--- src/rtl/tsw_pkg.sv ---
// Shared types, widths and constants for the tube saturation waveshaper.
// No dependencies; every other file of the block imports this package.
`timescale 1ns / 1ps

package tsw_pkg;

  localparam int SAMPLE_BITS_DEF = 24;
  localparam int MAX_POWER_DEF   = 10;

  localparam int XW         = 40;        // internal Q.29 working width
  localparam int MW         = 34;        // multiplier operand width
  localparam int PRW        = 2 * MW;    // product width
  localparam int DIV_W      = 36;        // divider dividend magnitude width
  localparam int RT_W       = 32;        // root width, radicand is twice this
  localparam int QF         = 29;
  localparam int HW         = 32;        // history register width
  localparam int CFG_IDX_W  = 2;
  localparam int CFG_DATA_W = 17;
  localparam int PAD_W      = 17;
  localparam int PF_W       = 4;

  localparam logic [CFG_IDX_W-1:0] CFG_INPUT_PAD    = 2'd0;
  localparam logic [CFG_IDX_W-1:0] CFG_POWER_FACTOR = 2'd1;
  localparam logic [CFG_IDX_W-1:0] CFG_HIGH_RATE    = 2'd2;

  localparam logic [PAD_W-1:0] PAD_RESET = 17'd65536;
  localparam logic [PF_W-1:0]  PF_RESET  = 4'd10;

  localparam logic signed [XW-1:0] Q_ONE    = 40'sd536870912;
  localparam logic signed [XW-1:0] CLIP_052 = 40'sd279172874;
  localparam logic signed [MW-1:0] GAIN_RESCALE = 34'sd1032444062;

  typedef enum logic [5:0] {
    OP_NONE, OP_LOAD, OP_PAD_MUL, OP_PAD_WB, OP_AVG1, OP_CLAMP1,
    OP_DIVX, OP_DIVX_WB, OP_SQD, OP_SQD_WB, OP_MUL_DD, OP_T_WB,
    OP_MUL_TSH, OP_D_WB, OP_MUL_DP, OP_X_WB, OP_MUL_FM, OP_F_WB,
    OP_DIVF, OP_DIVF_WB, OP_DIVP, OP_DIVP_WB, OP_AVG2, OP_SLEW,
    OP_SQS, OP_SQS_WB, OP_MUL_XX, OP_MUL_TSL, OP_DIVT, OP_DIVT_WB,
    OP_CLAMP2, OP_MUL_G, OP_OUT
  } dp_op_t;

  typedef enum logic [5:0] {
    S_IDLE, S_PAD_MUL, S_PAD_WB, S_AVG1, S_CLAMP1,
    S_DIVX, S_DIVX_W, S_DIVX_WB, S_SQD, S_SQD_W, S_SQD_WB,
    S_MUL_DD, S_T1_WB, S_MUL_TSH, S_D_WB, S_MUL_DP, S_X_WB,
    S_MUL_FM, S_F_WB, S_DIVF, S_DIVF_W, S_DIVF_WB, S_DIVP, S_DIVP_W,
    S_DIVP_WB, S_AVG2, S_SLEW, S_SQS, S_SQS_W, S_SQS_WB, S_MUL_XX,
    S_T2_WB, S_MUL_TSL, S_DIVT, S_DIVT_W, S_DIVT_WB, S_CLAMP2,
    S_MUL_G, S_OUT
  } state_t;

  typedef struct packed {
    dp_op_t op;
  } dp_cmd_t;

  typedef struct packed {
    logic div_done;
    logic sqrt_done;
    logic pow_last;
    logic out_hold;
  } dp_stat_t;

  function automatic logic signed [XW-1:0] abs_x(input logic signed [XW-1:0] v);
    return v[XW-1] ? -v : v;
  endfunction

endpackage

--- src/rtl/tsw_ctrl.sv ---
// Controller: sequences the datapath through the shaping steps of one word.
// Depends on tsw_pkg.
`timescale 1ns / 1ps

module tsw_ctrl (
  input  logic              clk,
  input  logic              rst_n,
  input  logic              in_valid,
  output logic              in_ready,
  input  tsw_pkg::dp_stat_t stat,
  output tsw_pkg::dp_cmd_t  cmd
);
  import tsw_pkg::*;

  state_t state_r, state_nxt;

  always_comb begin
    state_nxt = state_r;
    case (state_r)
      S_IDLE:    if (in_valid) state_nxt = S_PAD_MUL;
      S_PAD_MUL: state_nxt = S_PAD_WB;
      S_PAD_WB:  state_nxt = S_AVG1;
      S_AVG1:    state_nxt = S_CLAMP1;
      S_CLAMP1:  state_nxt = S_DIVX;
      S_DIVX:    state_nxt = S_DIVX_W;
      S_DIVX_W:  if (stat.div_done) state_nxt = S_DIVX_WB;
      S_DIVX_WB: state_nxt = S_SQD;
      S_SQD:     state_nxt = S_SQD_W;
      S_SQD_W:   if (stat.sqrt_done) state_nxt = S_SQD_WB;
      S_SQD_WB:  state_nxt = S_MUL_DD;
      S_MUL_DD:  state_nxt = S_T1_WB;
      S_T1_WB:   state_nxt = S_MUL_TSH;
      S_MUL_TSH: state_nxt = S_D_WB;
      S_D_WB:    state_nxt = S_MUL_DP;
      S_MUL_DP:  state_nxt = S_X_WB;
      S_X_WB:    state_nxt = S_MUL_FM;
      S_MUL_FM:  state_nxt = S_F_WB;
      S_F_WB:    state_nxt = stat.pow_last ? S_DIVF : S_MUL_FM;
      S_DIVF:    state_nxt = S_DIVF_W;
      S_DIVF_W:  if (stat.div_done) state_nxt = S_DIVF_WB;
      S_DIVF_WB: state_nxt = S_DIVP;
      S_DIVP:    state_nxt = S_DIVP_W;
      S_DIVP_W:  if (stat.div_done) state_nxt = S_DIVP_WB;
      S_DIVP_WB: state_nxt = S_AVG2;
      S_AVG2:    state_nxt = S_SLEW;
      S_SLEW:    state_nxt = S_SQS;
      S_SQS:     state_nxt = S_SQS_W;
      S_SQS_W:   if (stat.sqrt_done) state_nxt = S_SQS_WB;
      S_SQS_WB:  state_nxt = S_MUL_XX;
      S_MUL_XX:  state_nxt = S_T2_WB;
      S_T2_WB:   state_nxt = S_MUL_TSL;
      S_MUL_TSL: state_nxt = S_DIVT;
      S_DIVT:    state_nxt = S_DIVT_W;
      S_DIVT_W:  if (stat.div_done) state_nxt = S_DIVT_WB;
      S_DIVT_WB: state_nxt = S_CLAMP2;
      S_CLAMP2:  state_nxt = S_MUL_G;
      S_MUL_G:   state_nxt = S_OUT;
      S_OUT:     if (!stat.out_hold) state_nxt = S_IDLE;
      default:   state_nxt = S_IDLE;
    endcase
  end

  always_comb begin
    in_ready = (state_r == S_IDLE);
    cmd.op   = OP_NONE;
    case (state_r)
      S_IDLE:    if (in_valid) cmd.op = OP_LOAD;
      S_PAD_MUL: cmd.op = OP_PAD_MUL;
      S_PAD_WB:  cmd.op = OP_PAD_WB;
      S_AVG1:    cmd.op = OP_AVG1;
      S_CLAMP1:  cmd.op = OP_CLAMP1;
      S_DIVX:    cmd.op = OP_DIVX;
      S_DIVX_WB: cmd.op = OP_DIVX_WB;
      S_SQD:     cmd.op = OP_SQD;
      S_SQD_WB:  cmd.op = OP_SQD_WB;
      S_MUL_DD:  cmd.op = OP_MUL_DD;
      S_T1_WB:   cmd.op = OP_T_WB;
      S_MUL_TSH: cmd.op = OP_MUL_TSH;
      S_D_WB:    cmd.op = OP_D_WB;
      S_MUL_DP:  cmd.op = OP_MUL_DP;
      S_X_WB:    cmd.op = OP_X_WB;
      S_MUL_FM:  cmd.op = OP_MUL_FM;
      S_F_WB:    cmd.op = OP_F_WB;
      S_DIVF:    cmd.op = OP_DIVF;
      S_DIVF_WB: cmd.op = OP_DIVF_WB;
      S_DIVP:    cmd.op = OP_DIVP;
      S_DIVP_WB: cmd.op = OP_DIVP_WB;
      S_AVG2:    cmd.op = OP_AVG2;
      S_SLEW:    cmd.op = OP_SLEW;
      S_SQS:     cmd.op = OP_SQS;
      S_SQS_WB:  cmd.op = OP_SQS_WB;
      S_MUL_XX:  cmd.op = OP_MUL_XX;
      S_T2_WB:   cmd.op = OP_T_WB;
      S_MUL_TSL: cmd.op = OP_MUL_TSL;
      S_DIVT:    cmd.op = OP_DIVT;
      S_DIVT_WB: cmd.op = OP_DIVT_WB;
      S_CLAMP2:  cmd.op = OP_CLAMP2;
      S_MUL_G:   cmd.op = OP_MUL_G;
      S_OUT:     if (!stat.out_hold) cmd.op = OP_OUT;
      default:   cmd.op = OP_NONE;
    endcase
  end

  always_ff @(posedge clk) begin
    if (!rst_n) begin
      state_r <= S_IDLE;
    end else begin
      state_r <= state_nxt;
    end
  end

endmodule

--- config.mk ---
export PLATFORM = sky130hd
export DESIGN_NAME = tsw_ctrl
export DESIGN_NICKNAME = d
export VERILOG_FILES = /design/src/rtl/tsw_pkg.sv /design/src/rtl/tsw_ctrl.sv
export SDC_FILE = /design/constraint.sdc
export NUM_CORES = 1
export LEC_CHECK = 0
export ABC_AREA = 1
export BUFFER_PORTS_ARGS = -buffer_cell sky130_fd_sc_hd__buf_2
export CAP_MARGIN = 15
export CORE_ASPECT_RATIO = 0.8
export CORE_MARGIN = 1
export CORE_UTILIZATION = 50
export CTS_BUF_LIST = sky130_fd_sc_hd__clkbuf_8
export DETAILED_ROUTE_END_ITERATION = 8
export PLACE_DENSITY = 0.7
export SLEW_MARGIN = 20
export SYNTH_ARGS = -nofsm -noshare
export SYNTH_HDL_FRONTEND = slang
export SYNTH_SLANG_ARGS = --single-unit
--- constraint.sdc ---
create_clock -name clk -period 1.55 [get_ports clk]
set_input_delay 0.155 -clock clk [delete_from_list [all_inputs] [get_ports clk]]
set_output_delay 0.155 -clock clk [all_outputs]
set_load 0.01 [all_outputs]
==> results of run 1 <==
## Yosys cell counts, drive strengths merged
master	instances	share of area, %
nand2	77	27
nand4	10	5.8
nor2	37	14
inv	27	9.5
o2111ai	1	0.82
o21ai	5	2.3
dfxtp	6	11
nand3b	3	2.1
nand3	38	18
nor4	3	1.8
a21oi	7	3.3
buf	6	3.5
nor3	2	0.93
## metrics by stage
stage	TNS (ns)	util (%)	instance area (sq um)	worst slack [ns]	instances
global placement	-1.29	71.2	1390	-0.163	287
CTS	-1.18	87.0	1690	-0.211	301
detailed placement	-1.60	71.2	1390	-0.201	287
floorplan	0	-	1070	0.170	222
## cells by family after synthesis
| logic type | Yosys count |
|---|---|
| AND/OR/NAND/NOR | 170 |
| AO/OA/AOI/OAI | 13 |
| buffers and inverters | 33 |
| flip-flops | 6 |
## what timing repair did
action / in CTS
buffers inserted: 15
cloned: 0
endpoints found under the hold margin: 0
setup endpoints to repair: 13
gates resized for setup: 60
hold buffers: 0
pin swaps: 21
==> results.cfg, run 1 <==
[synthesis]
synth-compound-area-share_pct = 6.42
ys_seq_elements = 6
synth_top_family_by_area = simple AND/OR/NAND/NOR gates
synth_nets = 229
synth_xor_area_share_pct = 0
synth-adder-area-share_pct = 0
synthesis.instances = 222
synth_seq_area_share_pct = 11.2
synth_cell_types = 15
muxShareOfSynthArea_pct = 0
syn_area_per_cell_sq_um = 4.83
synth_warnings = 0
yosys.area_share.simple_pct = 69.4
synth_area_sq_um = 1070

[floorplan]
fp.dieW_um = 53.8
die_y_um = 43.4
ios = 14
rows = 14
start_util_pct = 55.1

[cts]
cts_buffer_depth = 2
clockRootBuffer = clkbuf_8
cts_htree_levels = 1
numCtsBuffers = 3
clock-sinks = 6

[status]
status = aborted with a tool error
haltStage = global routing
firstError = [ERROR DPL-0038] Utilization greater than 100%, impossible to legalize

[place]
placement.io_buffers = 13
place.gp.congestion = 1.15
dp_hpwl_um = 3330

[grt]
grt_max_degree = 14

[sta]
postGrtWorstEndpoint = cmd[0]
worst_endpoint_kind = primary output
==> inputs of run 2 (changes only) <==
CORE_AREA = 2 2 63 65   (was not set)
CORE_ASPECT_RATIO = not set   (was 0.8)
CORE_MARGIN = not set   (was 1)
CORE_UTILIZATION = not set   (was 50)
CTS_BUF_LIST = not set   (was sky130_fd_sc_hd__clkbuf_8)
DIE_AREA = 0 0 65 67   (was not set)
PLACE_DENSITY = not set   (was 0.7)
PLACE_DENSITY_LB_ADDON = 0.15   (was not set)
==> run 2 against run 1 <==
Compared with the run above:
- area after synthesis unchanged
- the flow now finishes, with violations (setup timing)
- synthesized cell count is the same
==> results.cfg, run 2 <==
[synthesis]
synth_seq_area_share_pct = 11.2
synth_area_sq_um = 1070
synth_most_common_cell = nand2_1
synth-adder-area-share_pct = 0
ys_seq_elements = 6
synthesis.instances = 222
synth_top_family_by_area = simple AND/OR/NAND/NOR gates
synth-async-reset-ratio_pct = 0
synth-compound-area-share_pct = 6.42
synth_warnings = 0
synth_cell_types = 15
ys.flop_type = dfxtp_1
synth_nets = 229
synth_edf_count = 0
yosys-top-cells-count = nand2_1 (77), nand3_1 (38), nor2_1 (32), inv_1 (27), nand4_1 (10)
synth_top_cell_area_share_pct = 27.0
synthTopCellsByArea = nand2_1 (27%), nand3_1 (18%), dfxtp_1 (11%)
synth.largest_area_cell = nand2_1
syn_area_per_cell_sq_um = 4.83
synth_xor_area_share_pct = 0
yosys.area_share.simple_pct = 69.4
muxShareOfSynthArea_pct = 0

[critical_path]
end_kind = primary output
crit_type = reg -> out
cp_max_fo = 9
path_delay_family = simple AND/OR/NAND/NOR gates
arrival_ns = 1.64
max_stage_delay_ns = 0.39
worstPathRequired_ns = 1.39
cp-start-kind = register
crit_slowest_cell = dfxtp_4
path_buf_inv = 3
path_cells = nor2_2, buf_6, buf_4, nand3_1, o21ai_2, nor4_4, nand2_1, buf_2

[finish]
final_cell_area_sq_um = 2180
final_util_pct = 60.3
final_cell_mix = nand2_1 (45), buf_4 (42), nand2_2 (24), nor2_1 (22), buf_6 (21)
nets = 306
final_common_cell = nand2_1
drive_gt1_share_pct = 56.6
reg_top3 = state_r: 6 flops
largest-register = state_r
antenna_cells = 0
finalNonFillerCells = 345
largest_reg_flops = 6
synthToLayoutAreaGrowth_pct = 103

[sta]
setup_violations = 9
skew_ns = 0.00194
setup_slack_ns = -0.242
worst_pin_slew_ns = 0.237
period_needed_ns = 1.79
final_hold_viol_count = 0
max-slew-margin-rel_pct = 84.2
rsz0062_at_grt = true
holdWs_ns = 0.186
fin_tns_setup_ns = -1.18
fin_crit_sh_pct = 116
fmax_ghz = 0.558
finalMaxSlewViolations = 0

[power_and_ir_drop]
power_density_nw_per_um2 = 1350
peakVddDrop_mv = 1.43
p_leak_nw = 1.20
p_total_mw = 2.95

[grt]
grt-ovfl-total = 0
grt_max_degree = 11
grt_pass1_vias = 1718
grt_pass1_wl_um = 7770
antenna_found_initial = 0
grt_usage_pct = 23.1

[place]
dp_cells = 317
pre_cts_ws_ns = -0.153
place.gp.congestion = 0.991
placement.io_buffers = 13
dp_hpwl_um = 3490
placed_area_sq_um = 1490

[drt]
wl_per_cell_um = 15.6
vias = 1916
ant_nets = 0
via_per_inst = 5.55
drc = 0
drt_iter0_markers = 267
dr.pass1.iters = 5
routed_wl_um = 5400

[floorplan]
fp.dieW_um = 65
fp.coreArea_sq_um = 3610
start_util_pct = 29.7
die_y_um = 67
ios = 14
die_area_sq_um = 4360
rows = 22

[cts]
clk_latency_ns = 0.22
numCtsBuffers = 3
clk_pin_slew_ns = 0.04
cts_htree_levels = 1
cts_buffer_depth = 2
cts_hold_buf = 0
clockRootBuffer = clkbuf_8
clock-sinks = 6
cts_tree = built

[status]
status = finished with violations
violations = setup timing

[hold_path]
worstHoldPathType = in -> reg

[job]
maxCapViolations = 0
## run 2: cell counts after synthesis
Identical to the previous run, type by type.
## run 2: path summary, 6_finish.rpt
check / cells past startpoint / to / slack, ns / startpoint
worst max-delay path: 8 / cmd[0] / -0.24 / state_r[0]
worst min-delay path: 3 / state_r[5] / 0.19 / rst_n
worst max register to register: 12 / state_r[0] / -0.08 / state_r[1]
worst min register to register: 2 / state_r[2] / 0.53 / state_r[2]
## run 2: cell families after synthesis
group / Yosys count
AND/OR/NAND/NOR: 170
AO/OA/AOI/OAI: 13
buffers and inverters: 33
flip-flops: 6
## run 2: timing repair
item / CTS / global route
pin swaps: 12 / 16
endpoints found under the setup margin: 13 / 12
cloned: 0 / 1
endpoints found under the hold margin: 0 / 0
gates resized for setup: 65 / 74
buffers inserted: 11 / 14
## run 2: worst register-to-register path, cell delays in order, from the launching register on
cell and delay (ns):
dfxtp_4 0.39, inv_4 0.05, nor2_4 0.09, buf_6 0.16, nand2_4 0.09, buf_6 0.13
buf_4 0.12, nand2_2 0.07, buf_6 0.09, nand2_2 0.04, nand4_1 0.07, o21ai_1 0.08
a21oi_1 0.16
## run 2: area by class of cell
type	count	area [sq um]
inverter	27	106
sequential	6	143
multi-input combinational	183	1170
tap	48	60.1
timing repair buffer	78	657
fill	317	1430
clock buffer	3	41.3
## run 2: per-layer routing
metal	up-vias	global-route usage (%)	wire length [um]
met5	-	0	0
met4	0	12.8	378
met3	46	2.70	403
met2	128	41.8	2600
met1	862	26.4	2020
li1	880	-	-
## run 2: report_power, final
part	internal, mW	leakage [nW]	switching, mW
combinational	1.10	1.12	1.29
clock	0.167	0.0216	0.0644
sequential	0.220	0.0533	0.109
Power figures use the tool's default switching activity.
==> inputs of run 3 (changes only) <==
ABC_CLOCK_PERIOD_IN_PS = 1550   (was not set)
CTS_CLUSTER_SIZE = 12   (was not set)
SETUP_SLACK_MARGIN = 0.3   (was not set)
==> run 3 against run 2 <==
Compared with the run above:
- the run still ends with setup timing left
- via count shrank 6.8%
- first-iteration DRC count shrank 46%
- critical endpoint is now cmd[1]
- register-to-register slack is essentially flat
- utilization fell by 4.0 points
- die area did not move
- critical path type unchanged
- sequential share of layout area is 0.47 points higher
- clock-buffer cell count increased by 1
- design area down 6.7%
- combinational power about the same
- fmax decreased by 4.0%
- largest power group unchanged
==> results.cfg, run 3 (synthesis gave the netlist of run 2 again) <==
[status]
status = finished with violations
violations = setup timing

[sta]
finalMaxSlewViolations = 0
final_hold_viol_count = 0
fmax_ghz = 0.536
fin_crit_sh_pct = 120
max-slew-margin-rel_pct = 79.5
setup_violations = 12
rsz0062_at_grt = true
period_needed_ns = 1.87
fin_tns_setup_ns = -1.72
skew_ns = 0.00254
setup_slack_ns = -0.316
worst_pin_slew_ns = 0.307

[finish]
antenna_cells = 0
final_common_cell = nand2_1
final_cell_mix = nand2_1 (58), buf_4 (31), nor2_1 (20), nand3_1 (20), inv_1 (17)
largest_reg_flops = 6
largest-register = state_r
drive_gt1_share_pct = 50.4
nets = 290
reg_top3 = state_r: 6 flops
synthToLayoutAreaGrowth_pct = 89.4

[drt]
via_per_inst = 5.41
wl_per_cell_um = 14.9
dr.pass1.iters = 5
ant_nets = 0
drt_iter0_markers = 143
vias = 1785
routed_wl_um = 4910
drc = 0

[place]
dp_hpwl_um = 3390
place.gp.congestion = 0.985
placement.io_buffers = 13

[critical_path]
cp-start-kind = register
path_buf_inv = 4
crit_top_cell = nand2_2
path_delay_family = simple AND/OR/NAND/NOR gates
arrival_ns = 1.71
max_stage_delay_ns = 0.36
crit_slowest_cell = dfxtp_4
worstPathRequired_ns = 1.39
cp_max_fo = 7
crit_type = reg -> out
end_kind = primary output
path_cells = buf_6, nor2_4, buf_12, buf_6, nand2_2, nand2_2, nand2_2, nand2_2, nor4_4, nand2_1, buf_2

[cts]
numCtsBuffers = 3
cts_hold_buf = 0
clk_pin_slew_ns = 0.04
clockRootBuffer = clkbuf_8
clk_latency_ns = 0.23
cts_buffer_depth = 2
cts_tree = built
clock-sinks = 6
cts_htree_levels = 1

[grt]
grt_use_met2_pct = 38.1
grt_usage_pct = 22.8
grt_pass1_wl_um = 7640
grt-ovfl-total = 0
grt_max_degree = 22
top_usage_layer = met2
antenna_found_initial = 0
met3_usage_pct = 1.86
use_met1_pct = 30.7
grt_pass1_vias = 1582

[job]
maxCapViolations = 0

[power_and_ir_drop]
p_leak_nw = 1.11
power_density_nw_per_um2 = 1470
peakVddDrop_mv = 0.727
p_total_mw = 2.98

[floorplan]
fp.dieW_um = 65
die_area_sq_um = 4360
ios = 14
fp.coreArea_sq_um = 3610
start_util_pct = 29.7
rows = 22
die_y_um = 67

[hold_path]
worstHoldPathType = in -> reg
run 3: changes by cell type in the layout (fill, tap and decap cells not counted), moves of 3 or more:
cell	previous run	this run
nand2_1	45	58
nand2_2	24	11
buf_4	42	31
buf_6	21	15
nor2_2	5	10
nor2_4	10	7
o21ai_1	3	0
run 3: cell type report:
type                    instances  area, sq um
repair buffers                 62          542
inverters                      27          104
well taps                      48         60.1
flip-flops and latches          6          143
clock buffers                   4         45.0
fillers                       372         1580
multi-input cells             183         1140
run 3: tightest hold or removal path: stages:
cell,delay [ns]
buf_2,0.11
o21ai_2,0.04
nor2_1,0.04
run 3: worst paths after layout:
path / depth (start not counted) / end / from / slack (ns)
min reg2reg: 2 / state_r[2] / state_r[2] / 0.48
max: 11 / cmd[1] / state_r[3] / -0.32
max reg2reg: 12 / state_r[2] / state_r[0] / -0.09
min: 3 / state_r[5] / rst_n / 0.16
run 3: what timing repair did:
action,in CTS,in global routing
pin swaps,18,25
setup buffers,13,7
resized for setup,34,41
setup endpoints to repair,13,13
run 3: power by group:
group          switching, mW  internal, mW  leakage (nW)
Clock                 0.0779         0.178        0.0228
Combinational           1.27          1.15          1.04
Sequential            0.0913         0.220        0.0533
Total                   1.44          1.55          1.11
run 3: layer usage:
metal	up-vias	part of all wire, %
li1	854	-
met1	794	40
met2	116	48
met3	21	9.1
met4	0	2.5
met5	-	0
run 3: per-stage QoR:
| stage | hold WS [ns] | util, % | std cells | cell area [sq um] | setup slack, ns |
|---|---|---|---|---|---|
| 4_1_cts | 0.181 | 50.3 | 323 | 1820 | -0.220 |
| 5_1_grt | 0.181 | 56.3 | 330 | 2030 | -0.400 |
| 3_5_place_dp | 0.414 | 42.9 | 306 | 1550 | -0.0718 |
| 3_3_place_gp | 0.409 | 42.9 | 306 | 1550 | -0.0664 |
| 6_report | 0.162 | 56.3 | 330 | 2030 | -0.316 |
| 2_1_floorplan | 0.286 | - | 222 | 1220 | 0.227 |
